<file path="config.mk">
export PLATFORM = sky130hd
export DESIGN_NAME = pse_front
export DESIGN_NICKNAME = d
export VERILOG_FILES = /design/src/hdl/pse_pkg.sv /design/src/hdl/pse_front.sv
export SDC_FILE = /design/constraint.sdc
export NUM_CORES = 1
export LEC_CHECK = 0
export BUFFER_PORTS_ARGS = -buffer_cell sky130_fd_sc_hd__buf_4
export CAP_MARGIN = 30
export CELL_PAD_IN_SITES_DETAIL_PLACEMENT = 1
export CELL_PAD_IN_SITES_GLOBAL_PLACEMENT = 1
export CORE_MARGIN = 10
export CORE_UTILIZATION = 40
export DETAILED_ROUTE_END_ITERATION = 8
export PLACE_DENSITY = 0.77
export SYNTH_ARGS = -nofsm -noshare
export SYNTH_HDL_FRONTEND = slang
export SYNTH_SLANG_ARGS = --single-unit
</file>
<file path="constraint.sdc">
create_clock -name clk -period 3.4 [get_ports clk]
set_clock_uncertainty 0.05 [all_clocks]
set_input_delay 0.51 -clock clk [delete_from_list [all_inputs] [get_ports clk]]
set_output_delay 0.51 -clock clk [all_outputs]
set_load 0.005 [all_outputs]
</file>
<file path="src/hdl/pse_pkg.sv">
// package: types, codes and constants of the postfix stack evaluator
`timescale 1ns / 1ps
`default_nettype none
package pse_pkg;
  localparam int DEPTH_DEFAULT = 32;

  localparam logic [2:0] OP_ADD = 3'd0;
  localparam logic [2:0] OP_SUB = 3'd1;
  localparam logic [2:0] OP_MUL = 3'd2;
  localparam logic [2:0] OP_REM = 3'd3;
  localparam logic [2:0] OP_DIV = 3'd4;

  localparam logic [2:0] ERR_OK = 3'd0;
  localparam logic [2:0] ERR_ZERO_DIV = 3'd1;
  localparam logic [2:0] ERR_UNDERFLOW = 3'd2;
  localparam logic [2:0] ERR_OVERFLOW = 3'd3;
  localparam logic [2:0] ERR_DEPTH = 3'd4;

  typedef struct packed {
    logic              req_type;
    logic signed [31:0] operand_value;
    logic [2:0]        operator_code;
    logic              last_token;
  } in_item_t;

  typedef struct packed {
    logic signed [31:0] result_value;
    logic [2:0]         error_code;
  } out_item_t;

  // classified command from front to back
  typedef struct packed {
    logic               is_push;
    logic               is_op;
    logic [2:0]         op;
    logic signed [31:0] value;
    logic               last;
  } cmd_t;

  function automatic logic signed [31:0] sat32(input logic signed [65:0] v);
    if (v > 66'sd2147483647) return 32'sh7fffffff;
    if (v < -66'sd2147483648) return 32'sh80000000;
    return v[31:0];
  endfunction
endpackage : pse_pkg
`default_nettype wire

</file>
<file path="src/hdl/pse_front.sv">
// front end: accepts tokens, classifies them and queues commands
`timescale 1ns / 1ps
`default_nettype none
module pse_front import pse_pkg::*; (
  input  wire logic     clk,
  input  wire logic     rst,
  input  wire logic     push,
  output logic          full,
  input  wire in_item_t in_item,
  output logic          cmd_valid,
  input  wire logic     cmd_take,
  output cmd_t          cmd
);
  localparam int QD = 4;
  cmd_t       q [QD];
  logic [1:0] wp, rp;
  logic [2:0] cnt;
  cmd_t       c;
  logic       wr, rd;

  always_comb begin
    c.is_push = ~in_item.req_type;
    c.is_op   = in_item.req_type & (in_item.operator_code <= OP_DIV);
    c.op      = in_item.operator_code;
    c.value   = in_item.operand_value;
    c.last    = in_item.last_token;
  end

  assign full      = (cnt == 3'(QD));
  assign cmd_valid = (cnt != 3'd0);
  assign cmd       = q[rp];
  assign wr        = push & ~full;
  assign rd        = cmd_take & cmd_valid;

  always_ff @(posedge clk) begin
    if (wr) q[wp] <= c;
    if (rst) begin
      wp <= '0;
      rp <= '0;
      cnt <= '0;
    end else begin
      if (wr) wp <= wp + 2'd1;
      if (rd) rp <= rp + 2'd1;
      cnt <= cnt + 3'(wr) - 3'(rd);
    end
  end
endmodule : pse_front
`default_nettype wire

</file>
## Yosys cells after proc, flatten, opt, wreduce, memory -nomap -nowiden

Memory sizes are Yosys's and may differ from the RTL's. A register that Yosys moved wholly into a read port is not among the register bits.
Cells that the tools add are included.

- Output and inout bits: 40
- Input bits: 41
- Logic and storage cells: 20
- Memories: 1
- Bits in writable memories: 152
- Bits in registers: 7

- Reduce and logical (&&, ||, !) cells: 1
- Mux-type cells: 4
- Equal/unequal tests: 1
- $add $sub $neg: 4
- $lt $le $gt $ge: 1
- Bitwise logic cells: 5

Memory list:

| memory | words | bits a word | read ports | clocked after memory_dff | write ports | RTL line | source |
|---|---|---|---|---|---|---|---|
| q | 4 | 38 | 1 | 1 | 1 | pse_front.sv:15 | `cmd_t q [QD];` |

Operators by type and width:

| kind | count |
|---|---|
| 2-bit by 1-bit adder with 2-bit output, second input constant | 2 |
| 2-bit 2-to-1 mux | 2 |
| 3-bit by 1-bit adder with 3-bit output | 1 |
| 1-bit AND | 3 |
| 3-bit == test, second input constant | 1 |
| 3-bit less-or-equal comparator, second input constant | 1 |
| 3-bit nonzero test | 1 |
| 3-bit by 1-bit subtractor with 3-bit output | 1 |
| 1-bit 2-to-1 mux | 2 |
| 1-bit inverter | 2 |

## Logic depth before layout (Yosys ltp)

Gate-level depths: netlist of the first run.

- Word-level depth: 5
- Depth in mapped cells: 11
- Mapped depth without buffers: 11

## Least setup slack after synthesis of the first run

Ideal clock, no wire load.

- Kind: input -> register
- Start point: input push
- End point: register cnt[2]
- Arrival: 2,090 ps
- Library setup time: 78 ps
- Path buffers: 0
- Data required time: 3,272 ps
- Path slack: 1,182 ps
- Cell stages on the path: 11
- Path through: inv_1 nor2_1 inv_1 ha_1 inv_1 ha_1 inv_1 fa_1 xor2_1 and2_1 nor3_1

- Cells in the longest elaborated chain, start to end: 3

Ends and longest elaborated chain:

| item | RTL line | source |
|---|---|---|
| start, declared | pse_front.sv:7 | `input wire logic push,` |
| 1-bit AND | pse_front.sv:32 | `assign wr = push & ~full;` |
| 3-bit by 1-bit adder with 3-bit output | pse_front.sv:44 | `cnt <= cnt + 3'(wr) - 3'(rd);` |
| 3-bit by 1-bit subtractor with 3-bit output | pse_front.sv:44 |  |
| end signal, assigned | pse_front.sv:44 |  |
| end, declared | pse_front.sv:17 | `logic [2:0] cnt;` |

Every way passes these cells.
A chain may end at the register's enable or synchronous reset.

==> run summary, run 1 <==
The logs give 5981 um2 for the summed instance area of the synthesized netlist and 2110 ps for the worst path arrival time. The setup TNS was 0 ps. The logs give 7501 um for the sum of net half-perimeters after detailed placement and 393 for the final net count.

The path with the worst hold slack has its endpoint at q[3][2]. The die is 142.3 um wide. At the pin with the least slew margin, the transition time is 780.2 ps. The number of global-route vias before repair is 3120, and the number of post-CTS setup repair buffers is 0. 0 antenna diodes ended up in the layout.

The switching power summed over all nets was 0.001334 W. By instance count, the cell type seen most on the critical path is buf_4. Setup violations remaining at the end of the flow were counted as 0. For the number of distinct standard cells referenced by the synthesized netlist, the log shows 26. Buffers inserted to repair hold after CTS numbered 0. The worst max-slew margin expressed relative to the limit came out at 0.4799. The final critical-path share of the clock period is 0.7852.

After floorplanning, the core was sized to cover 14590 um2. The number of pins with negative max-slew slack in the final report is 0. The worst register-to-register path begins at cnt[1]. The logs give 0 for the number of gates given a new drive strength after cts and 6803 um2 for the total cell area at the placement stage.

From synthesis to final layout, the design area changed by 23.56%. After detailed routing, the average wire length per cell comes to 21.40 um. The power share of the sequential group is 0.467. Counting the fill cells in the layout gives 1287.

CTS built an H-tree with a depth of 4. The first global-routing pass estimated 18150 um of wire. Data required time of the worst path: 2840 ps. The power density of the placed cells was 760.3 nW/um2.

For the latest clock arrival within the worst-skew pair, the log shows 420 ps. The run gives 0.331 as the clock share of power. Clock buffer count from CTS: 17. Number of synthesis warnings: 0.

Cell type with the highest aggregate area in the netlist: edfxtp_1. The critical path is of the flip-flop to primary output type. The shortest clock period the worst path allows after layout works out to 2670 ps. During placement, the flow inserted port buffers numbering 80.

In this run the mean area of a mapped cell was 23.92 um2. The nature of the critical path startpoint was a flip-flop. Entering global routing, the biggest net connects 39 pins. Leaving out fill and tap cells, the most frequent cell in the layout is edfxtp_1. The min-delay analysis places its worst path in the category input port to flip-flop. The ratio of routed vias to standard cells came out at 4.982. The biggest cell delay along the critical path is 810 ps.

The library cells used most frequently in the layout, excluding fill and tap cells, are edfxtp_1 (152), buf_4 (83), mux4_2 (38), clkbuf_16 (17). At the end of routability-driven placement, the weighted congestion stood at 0.7598. Counting every sink on the clock net gives 161. The buffer and inverter count on the worst path was 2. The maximum ir drop on the vdd rail was 501.6 uV. Kind of cell with the highest combined delay on the critical path: flip-flops. The logs give 0.1207 for the overall track demand over capacity in global routing and 0.3746 GHz for the maximum clock frequency. Final number of hold-violating endpoints: 0.

The critical path goes through buf_4 > mux4_2 > buf_4. Before antenna repair, the detailed router went through 4 iterations. Global routing finished with a remaining overflow of 0. By area the synthesized netlist is led by edfxtp_1 (76%), mux4_2 (14%), dfxtp_1 (3.0%). In this run the worst path has a maximum fanout of 25. The cell at the root of the clock tree is clkbuf_16. The synthesized design contains 161 register bits. The post-synthesis instance total was 250. The switching share of total power came out at 0.2375.

For this design the static power due to leakage is 2.526 nW. The initial antenna violation count was 0. The logs give 0.7933 for the part of the Yosys area used for sequential elements and 2700 for the routed via count. The overall die area came out at 20240 um2. The CTS clock-pin slew for the worst setup and hold paths came out at 60 ps.

After routing the design area is 7390 um2. For this run, design rule violations remaining after detail routing come to 0. Setup repair after global routing left no endpoint under its margin. The max-capacitance violation count was 0; the y dimension of the die was 142.3 um. The effective utilization at floorplan was 0.4099; the number of rows in the core area was 44. The number of top-level design ports came out at 81. For this block, the initial DRC count from the detailed router was 184. The number of cells on the worst hold path was 1.

The worst hold path begins at in_item[5]. Cell internal power was estimated by the tool at 0.004284 W. The share of Yosys cell area claimed by the top area cell type works out to 0.7632. The cell with the largest stage delay on the worst path is dfxtp_2.

TritonCTS built the clock tree. Across all register-to-register paths, the minimum setup slack is 990 ps. The final layout contains routed wiring with a total length of 11600 um. When the netlist entered floorplanning its net count stood at 298. The flow ran to the end, and the final reports show no timing, DRC or antenna violations. The proportion of layout cells with a drive suffix above 1 is 0.4358, and the number of antenna-violating nets in the routed design is 0. The tools report the capture point of the worst reg-to-reg path as cnt[2]. The path depth of the worst reg2reg path is 11, and the logic gate share of total power is 0.202. Capturing element type of the critical path: a primary output. The clock passes through at most 2 buffers.
[logic make-up after synthesis]
logic type	count (synthesis)	share of synthesized area
buf+inv	16	0.01799
simple gates	19	0.01778
mux	39	0.1448
fa+ha+maj	7	0.01590
flops	161	0.7933
xor+xnor	3	0.004394
compound gates	5	0.005857
[registers in the layout, indices dropped and copies added, names as in the netlist, named ones only]
| name | cells |
|---|---|
| cnt | 3 |
| rp | 2 |
| q | 152 |
| wp | 2 |
[power groups by stage]
stage,clock (W),sequential [W],combinational [W]
after floorplan,0,0.00251,0.000774
after global placement,0,0.00266,0.00114
after detailed placement,0,0.00268,0.00118
after CTS,0.00191,0.00265,0.00118
after global routing,0.00200,0.00267,0.00125
final,0.00186,0.00262,0.00113
[how the worst max path moves through the flow]
stage	from	endpoint	cells past startpoint
final	flip-flop	cmd[23]	3
after global routing	flip-flop	cmd[34]	2
after CTS	flip-flop	cmd[34]	2
after detailed placement	push	cnt[2]	12
after global placement	push	cnt[2]	12
after floorplan	push	cnt[2]	11
[area by class of cell]
class,instances,area (um2),area share
clock buffers,27,513.0,0.06942
clock inverters,5,73.82,0.009990
inverters,7,26.28,0.003556
multi-input cells,73,1134,0.1534
flip-flops and latches,161,4750,0.6427
well taps,184,230.2,0.03115
repair buffers,85,663.1,0.08974
[cell usage after synthesis]
cell	count
edfxtp_1	152
mux4_2	38
dfxtp_1	9
inv_1	7
nor2_1	7
ha_1	6
and2_1	5
buf_2	3
buf_12	2
clkbuf_1	2
nand2b_1	2
or3_1	2
xor2_1	2
a21oi_1	1
buf_4	1
buf_6	1
fa_1	1
mux2i_1	1
nor2b_1	1
nor3_1	1
nor3b_2	1
o21a_1	1
o21ai_0	1
o311ai_0	1
o31a_1	1
xnor2_1	1
[stage by stage]
stage | worst slack [ps] | hold slack (ps) | util | cells | total power, W
after global placement | 1020 | 451.8 | 0.4663 | 510 | 0.003807
after detailed placement | 888.1 | 488.7 | 0.4663 | 510 | 0.003858
final | 730.3 | 241.4 | 0.5065 | 542 | 0.005619
after CTS | 644.9 | 221.1 | 0.5065 | 542 | 0.005731
after global routing | 583.3 | 225.6 | 0.5065 | 542 | 0.005923
after floorplan | 1182 | 431.8 | - | 250 | 0.003283
[per-layer routing]
metal,wire length [um],part of all wire,vias up,track usage
met5,0,0,-,0
met4,180,0.016,0,0.05164
met3,780,0.067,17,0.04539
met2,5910,0.51,64,0.1975
met1,4726,0.41,1394,0.1393
li1,-,-,1225,-
Power figures use the tool's default switching activity.
==> run 2, diff against run 1 <==
- clock period: 3.4 -> 2.7 ns (I/O delays scaled with it)
==> run 2 against run 1 <==
Non-clock buffer count rose by 6. Core utilization rose by 0.15 points. Sequential share of layout area fell by 0.20 points. Final cell count rose by 1.1%. Routed wire length rose by 1.6%. Largest power group unchanged. Highest routed layer unchanged.
==> run summary, run 2 (same netlist as run 1, synthesis figures left out) <==
The critical-path maximum fanout is 23 (-8.0%). STA classifies the critical path endpoint as a primary output. The logs give 11790 um (+1.6%) for the final routed wirelength across all metal layers and 0 (unchanged) for the count of unresolved DRC violations after routing. The tools report the launch point of the worst reg-to-reg path as cnt[1]. The number of setup violations in the final report was 0 (unchanged). Derived from the worst setup path, the maximum achievable clock frequency is 0.4167 GHz. Proportion of layout cells with a drive suffix above 1: 0.4368 (+0.001059). The library cells used most frequently in the layout, excluding fill and tap cells, are edfxtp_1 (152), buf_4 (87), mux4_2 (38), clkbuf_16 (17). The effective utilization at floorplan came out at 0.4099 (unchanged). Y dimension of the die: 142.3 um (unchanged).

In the final layout, the registers with the most flip-flops are q (152), cnt (3). The total of buffers placed on input and output ports was 80 (unchanged); the clock tree buffer depth was 2 (unchanged). The shortest clock period the worst path allows after layout came out at 2400 ps. Sum of net half-perimeters after detailed placement: 7596 um (+1.3%). The latest clock arrival within the worst-skew pair is 410 ps (about the same). The wire length of the first global-routing pass came out at 18050 um (-0.53%). The initial antenna violation count is 0 (unchanged).

The slew at the pin with the worst max-slew slack works out to 485.4 ps (-294.7 ps). The clock buffer count from CTS is 17 (unchanged), and the path depth of the worst reg2reg path is 11 (unchanged). The setup slack on the worst flop-to-flop path came out at 390 ps (-600 ps). The overall track demand over capacity in global routing came out at 0.1203 (-0.0003655). For the maximum ir drop on the vdd rail, the log shows 478.3 uV (-4.6%). The depth of the critical timing path with buffers and inverters included was 3 (unchanged). The number of flip-flops in the largest register was 152 (unchanged); the ratio of routed vias to standard cells was 5.109 (+2.6%). Register with the most flip-flops: q. The die outline width was 142.3 um (unchanged). The run finished with clean final reports. The power density of the placed cells is 946.3 nW/um2 (+24%), and the overall die area is 20240 um2 (unchanged).

The iteration count of the initial detailed-routing pass came out at 4 (unchanged). The number of sinks driven by the clock tree was 161 (unchanged); the number of H-tree levels was 4 (unchanged). The logic gate share of total power was 0.236 (+0.034); the power share of the sequential group was 0.450 (-0.017).

The tools report the worst slack at placement as 383.1 ps (-505.1 ps). The setup slack of the critical path after layout was 299.9 ps (-430.4 ps); the routed via count was 2800 (+3.7%). For the number of global-route vias before repair, the log shows 3149 (+0.93%). The path class of the tightest hold or removal check is input port to flip-flop. The run gives 0 (unchanged) as the residual overflow from global routing.

Walking the worst path, the cells encountered are buf_4 > mux4_2 > buf_4. The logs give 0.005304 W (+24%) for the cell-internal power and 0.315 (-0.016) for the clock share of power. The run gives 0.6723 (+0.1924) as the worst max-slew margin expressed relative to the limit. The core box area came out at 14590 um2 (unchanged).

For the largest net degree at the start of global routing, the log shows 39 (unchanged). For the final net count, the log shows 399 (+1.5%). For the number of post-CTS setup repair buffers, the log shows 0 (unchanged).

Worst path arrival time: 1950 ps (-160 ps). The run gives 0 (unchanged) as the number of antenna cells inserted. The buffer and inverter count on the worst path was 2 (unchanged); the number of pins with negative max-slew slack in the final report was 0 (unchanged).

The switching share of total power is 0.2439 (+0.006351). The data required time of the worst path is 2250 ps (-590 ps), and the final number of hold-violating endpoints is 0 (unchanged). The endpoint identified for the worst register-to-register timing path is cnt[2].

Critical path class: flip-flop to primary output. The tools report the setup TNS as 0 ps (unchanged). From synthesis to final layout, the design area changed by 23.93%. The biggest cell delay along the critical path was 600 ps (-210 ps); the switching power summed over all nets was 0.001710 W (+28%). Final critical-path share of the clock period: 0.8889. The kind of cell with the highest combined delay on the critical path is multiplexers. In this run the worst setup path terminates at cmd[25].

The run gives 0 (unchanged) as the count of hold buffers inserted by post-cts repair. The tools report the cell at the root of the clock tree as clkbuf_16. The logs give 2.541 nW (+0.57%) for the reported leakage power and 0 (unchanged) for the number of gates given a new drive strength after cts. The library cell used most frequently in the layout, excluding fill and tap cells, is edfxtp_1. The CTS clock-pin slew for the worst setup and hold paths works out to 60 ps (about the same). The slowest stage of the critical path belongs to the cell mux4_2. TritonCTS built the clock tree. The run gives 44 (unchanged) as the number of rows in the core area. The max-capacitance violation count came out at 0 (unchanged).

The final routed wire length divided by cell count works out to 21.51 um (+0.52%). Setup repair after global routing left no endpoint under its margin. The run gives 173 (-6.0%) as the number of violations reported at the end of detailed-routing iteration 0. Number of top-level design ports: 81 (unchanged).

The weighted congestion reported at the end of routability-driven placement came out at 0.6763 (-11%). The worst setup path is launched from a flip-flop. Counting stages on the worst path, the most repeated cell is buf_4. Number of antenna-violating nets in the routed design: 0 (unchanged).
[run 2: changes by cell type in the layout (fill, tap and decap cells not counted), sizes merged]
cell    change
clkbuf      -4
buf         +6
clkinv      +4
[run 2: per-layer routing]
metal  up-vias  GRT usage  share of wire
met5         -          0              0
met4         0    0.05648          0.018
met3        15    0.04105          0.059
met2        71     0.1992           0.52
met1      1472     0.1375           0.41
li1       1242          -              -
[run 2: final cells by class]
type	count	area, um2
clock buffer	23	447.9
clock inverter	9	91.34
fill	1302	7177
inverter	7	26.28
multi-input combinational	73	1134
sequential	161	4750
tap	184	230.2
timing repair buffer	91	733.2
[run 2: power by group through the flow]
stage	Sequential, W	Clock, W	Combinational, W
detailed placement	0.00321	0	0.00171
floorplan	0.00316	0	0.000974
finish	0.00315	0.00221	0.00165
global placement	0.00318	0	0.00168
global route	0.00318	0.00236	0.00182
CTS	0.00316	0.00226	0.00172
[run 2: through the flow]
stage | hold slack [ps] | util | cell area (um2) | power (W) | std cells
final | 137.7 | 0.5081 | 7412 | 0.007014 | 548
after global routing | 123.7 | 0.5081 | 7412 | 0.007357 | 548
after CTS | 120.1 | 0.5081 | 7412 | 0.007136 | 548
after detailed placement | 467.6 | 0.4711 | 6873 | 0.004915 | 516
after global placement | 446.4 | 0.4711 | 6873 | 0.004856 | 516
after floorplan | 431.8 | - | 5981 | 0.004134 | 250
[run 2: worst min-delay path by stage]
| stage | startpoint | to | slack (ps) | depth (start not counted) |
|---|---|---|---|---|
| final | in_item[31] | q[2][28] | 140 | 1 |
| after global routing | in_item[27] | q[0][24] | 120 | 1 |
| after CTS | in_item[31] | q[2][28] | 120 | 1 |
| after detailed placement | wp[1] | wp[1] | 470 | 2 |
| after global placement | wp[1] | wp[1] | 450 | 2 |
| after floorplan | wp[1] | wp[1] | 430 | 2 |
==> run 3, diff against run 2 <==
- CORE_ASPECT_RATIO: default -> 1.75
==> run 3 against run 2 <==
Routed wire length is 1.8% lower. Setup slack gained 7.1 ps. Critical path type is now flip-flop to flip-flop. Largest power group unchanged. Die area up 0.96%. Final cell count fell by 1.3%. Core utilization shrank 0.66 points. Non-clock buffer count decreased by 4. Global-route usage is 0.16 points lower.
==> run summary, run 3 (same netlist as run 1, synthesis figures left out) <==
The run finished with clean final reports. Worst min-delay path category: input port to flip-flop. The number of violations reported at the end of detailed-routing iteration 0 is 142 (-18%), and the number of rows in the core area is 59 (+34%). The run gives 395 (-1.0%) as the final net count. The die outline width is 112.4 um (-21%). From synthesis to final layout, the design area changed by 23.79%.

The shortest clock period the worst path allows after layout was 2393 ps (-7.053 ps). For the overall die area, the log shows 20440 um2 (+0.96%). The overall track demand over capacity in global routing came out at 0.1187 (-0.001602). The run gives 0 (unchanged) as the count of hold buffers inserted by post-cts repair. Residual overflow from global routing: 0 (unchanged). The cell sitting at the root of the clock tree is a clkbuf_16. The maximum clock frequency was 0.4179 GHz (+0.29%); the data required time of the worst path was 2980 ps (+730 ps).

For the worst max-slew margin expressed relative to the limit, the log shows 0.6723 (about the same). Y dimension of the die: 181.8 um (+28%). By startpoint and endpoint, the worst setup path is classified as flip-flop to flip-flop. The max-capacitance violation count is 0 (unchanged), and the number of antenna cells inserted is 0 (unchanged). The critical-path maximum fanout works out to 7 (-70%). The number of H-tree levels is 4 (unchanged), and the maximum ir drop on the vdd rail is 692.2 uV (+45%). The top cell types in the final layout, fill and taps aside, are edfxtp_1 (152), buf_4 (82), mux4_2 (38), clkbuf_16 (17). The CTS clock-pin slew for the worst setup and hold paths was 60 ps (about the same); the proportion of layout cells with a drive suffix above 1 was 0.4413 (+0.004528). The logs give 7775 um (+2.4%) for the sum of net half-perimeters after detailed placement and 2 (unchanged) for the clock tree buffer depth. Final routed wirelength across all metal layers: 11570 um (-1.8%).

The final routed wire length divided by cell count is 21.39 um (-0.55%). The critical path starts at cnt[1]. The latest clock arrival within the worst-skew pair was 410 ps (about the same); the iteration count of the initial detailed-routing pass was 4 (unchanged). The area of all placed cells without fillers is 7403 um2 (-0.12%), and the final number of hold-violating endpoints is 0 (unchanged).

Capture point of the worst reg-to-reg path: cnt[2]. The power density of the placed cells is 945.6 nW/um2 (about the same). The run gives 0 ps (unchanged) as the setup TNS.

The run gives 0 (unchanged) as the number of antenna-violating nets in the routed design. The tools report the worst path arrival time as 2670 ps (+720 ps). The tools report the effective utilization at floorplan as 0.4051 (-0.004864). The ratio of routed vias to standard cells is 5.009 (-2.0%), and the slew at the pin with the worst max-slew slack is 491.5 ps (+6.034 ps). Number of setup violations in the final report: 0 (unchanged).

The setup slack on the worst flop-to-flop path was 310 ps (-80 ps); the reported leakage power was 2.515 nW (-1.0%). The run gives 2710 (-3.2%) as the routed via count. The run gives 161 (unchanged) as the number of sinks driven by the clock tree. Setup repair after global routing left no endpoint under its margin. The tools report the weighted congestion reported at the end of routability-driven placement as 0.6868 (+1.6%). Leaving out fill and tap cells, the most frequent cell in the layout is edfxtp_1. In this run the critical register-to-register path is launched from cnt[1]. The number of pins with negative max-slew slack in the final report came out at 0 (unchanged). The run gives 14760 um2 (+1.2%) as the core box area. The end point of the critical path is cnt[2]. The capturing element type of the critical path was a flip-flop.

The number of top-level design ports was 81 (unchanged). The largest net degree at the start of global routing was 25 (-36%); the worst hold slack was 137.9 ps (+0.2220 ps). The clock buffer count from CTS is 17 (unchanged), and the wire length of the first global-routing pass is 18260 um (+1.1%). TritonCTS built the clock tree. More flip-flops sit in one register than any other, and that register is q. The initial antenna violation count is 0 (unchanged). The run gives 3144 (-0.16%) as the number of global-route vias before repair. The final critical-path share of the clock period works out to 0.8863 (-0.002612).

The nature of the critical path startpoint was a flip-flop. In the final layout, the registers with the most flip-flops are q (152), cnt (3). The total of buffers placed on input and output ports was 80 (unchanged); the number of flip-flops in the largest register was 152 (unchanged). The total cell area at the placement stage was 6852 um2 (-0.31%); the path depth of the worst reg2reg path was 11 (unchanged). For the count of unresolved DRC violations after routing, the log shows 0 (unchanged).
run 3: changes by cell type in the layout (fill, tap and decap cells not counted):
cell / previous run / this run
nor2_1: 7 / 6
nor2_2: 0 / 1
dfxtp_2: 1 / 2
buf_4: 87 / 82
inv_6: 0 / 1
buf_12: 4 / 5
clkinv_4: 0 / 1
clkbuf_1: 6 / 2
clkinv_2: 4 / 1
clkinvlp_4: 0 / 3
dfxtp_4: 1 / 0
run 3: how the worst min path moves through the flow:
stage,from,end,slack [ps],depth (start not counted)
final,in_item[6],q[2][3],140,1
after global routing,in_item[21],q[1][18],120,1
after CTS,in_item[6],q[2][3],110,1
after detailed placement,rp[0],flip-flop,470,2
after global placement,wp[1],wp[1],450,2
after floorplan,wp[1],wp[1],430,2
run 3: what timing repair did:
item,CTS,global route
setup endpoints to repair,0,1
gates resized for setup,0,1
setup buffers,0,0
run 3: routing by layer:
layer / share of wire / GRT usage / vias up
met1: 0.36 / 0.1242 / 1397
met5: 0 / 0 / -
met2: 0.57 / 0.2094 / 68
met4: 0.023 / 0.05759 / 0
li1: - / - / 1229
met3: 0.048 / 0.03663 / 16
run 3: through the flow:
stage	total power, W	cells	worst slack, ps	util
2_1_floorplan	0.004134	250	519.2	-
3_3_place_gp	0.004843	511	391.9	0.4641
3_5_place_dp	0.004911	511	175.7	0.4641
4_1_cts	0.007135	541	158.0	0.5013
5_1_grt	0.007355	541	83.22	0.5014
6_report	0.007001	541	307.0	0.5014
run 3: final cells by class:
class                   count  area (um2)
inverters                   7       26.28
repair buffers             87       715.7
clock buffers              19       432.9
fillers                  1351        7361
multi-input cells          73        1136
well taps                 183       229.0
flip-flops and latches    161        4747
clock inverters            11       116.4
run 3: critical path: stages, from the launching register on:
cell and delay (ps):
dfxtp_1 470, nor3b_2 120, nor2_2 210, inv_1 80, ha_1 300, inv_1 60
ha_1 130, inv_1 40, fa_1 380, xor2_1 170, and2_1 160, nor3_1 140
run 3: power by group:
| part | internal [W] | leakage (nW) | total (W) | switching [W] |
|---|---|---|---|---|
| registers | 0.00304 | 1.47 | 0.00315 | 0.000116 |
| logic | 0.000915 | 0.790 | 0.00163 | 0.000719 |
| clock network | 0.00134 | 0.258 | 0.00221 | 0.000872 |
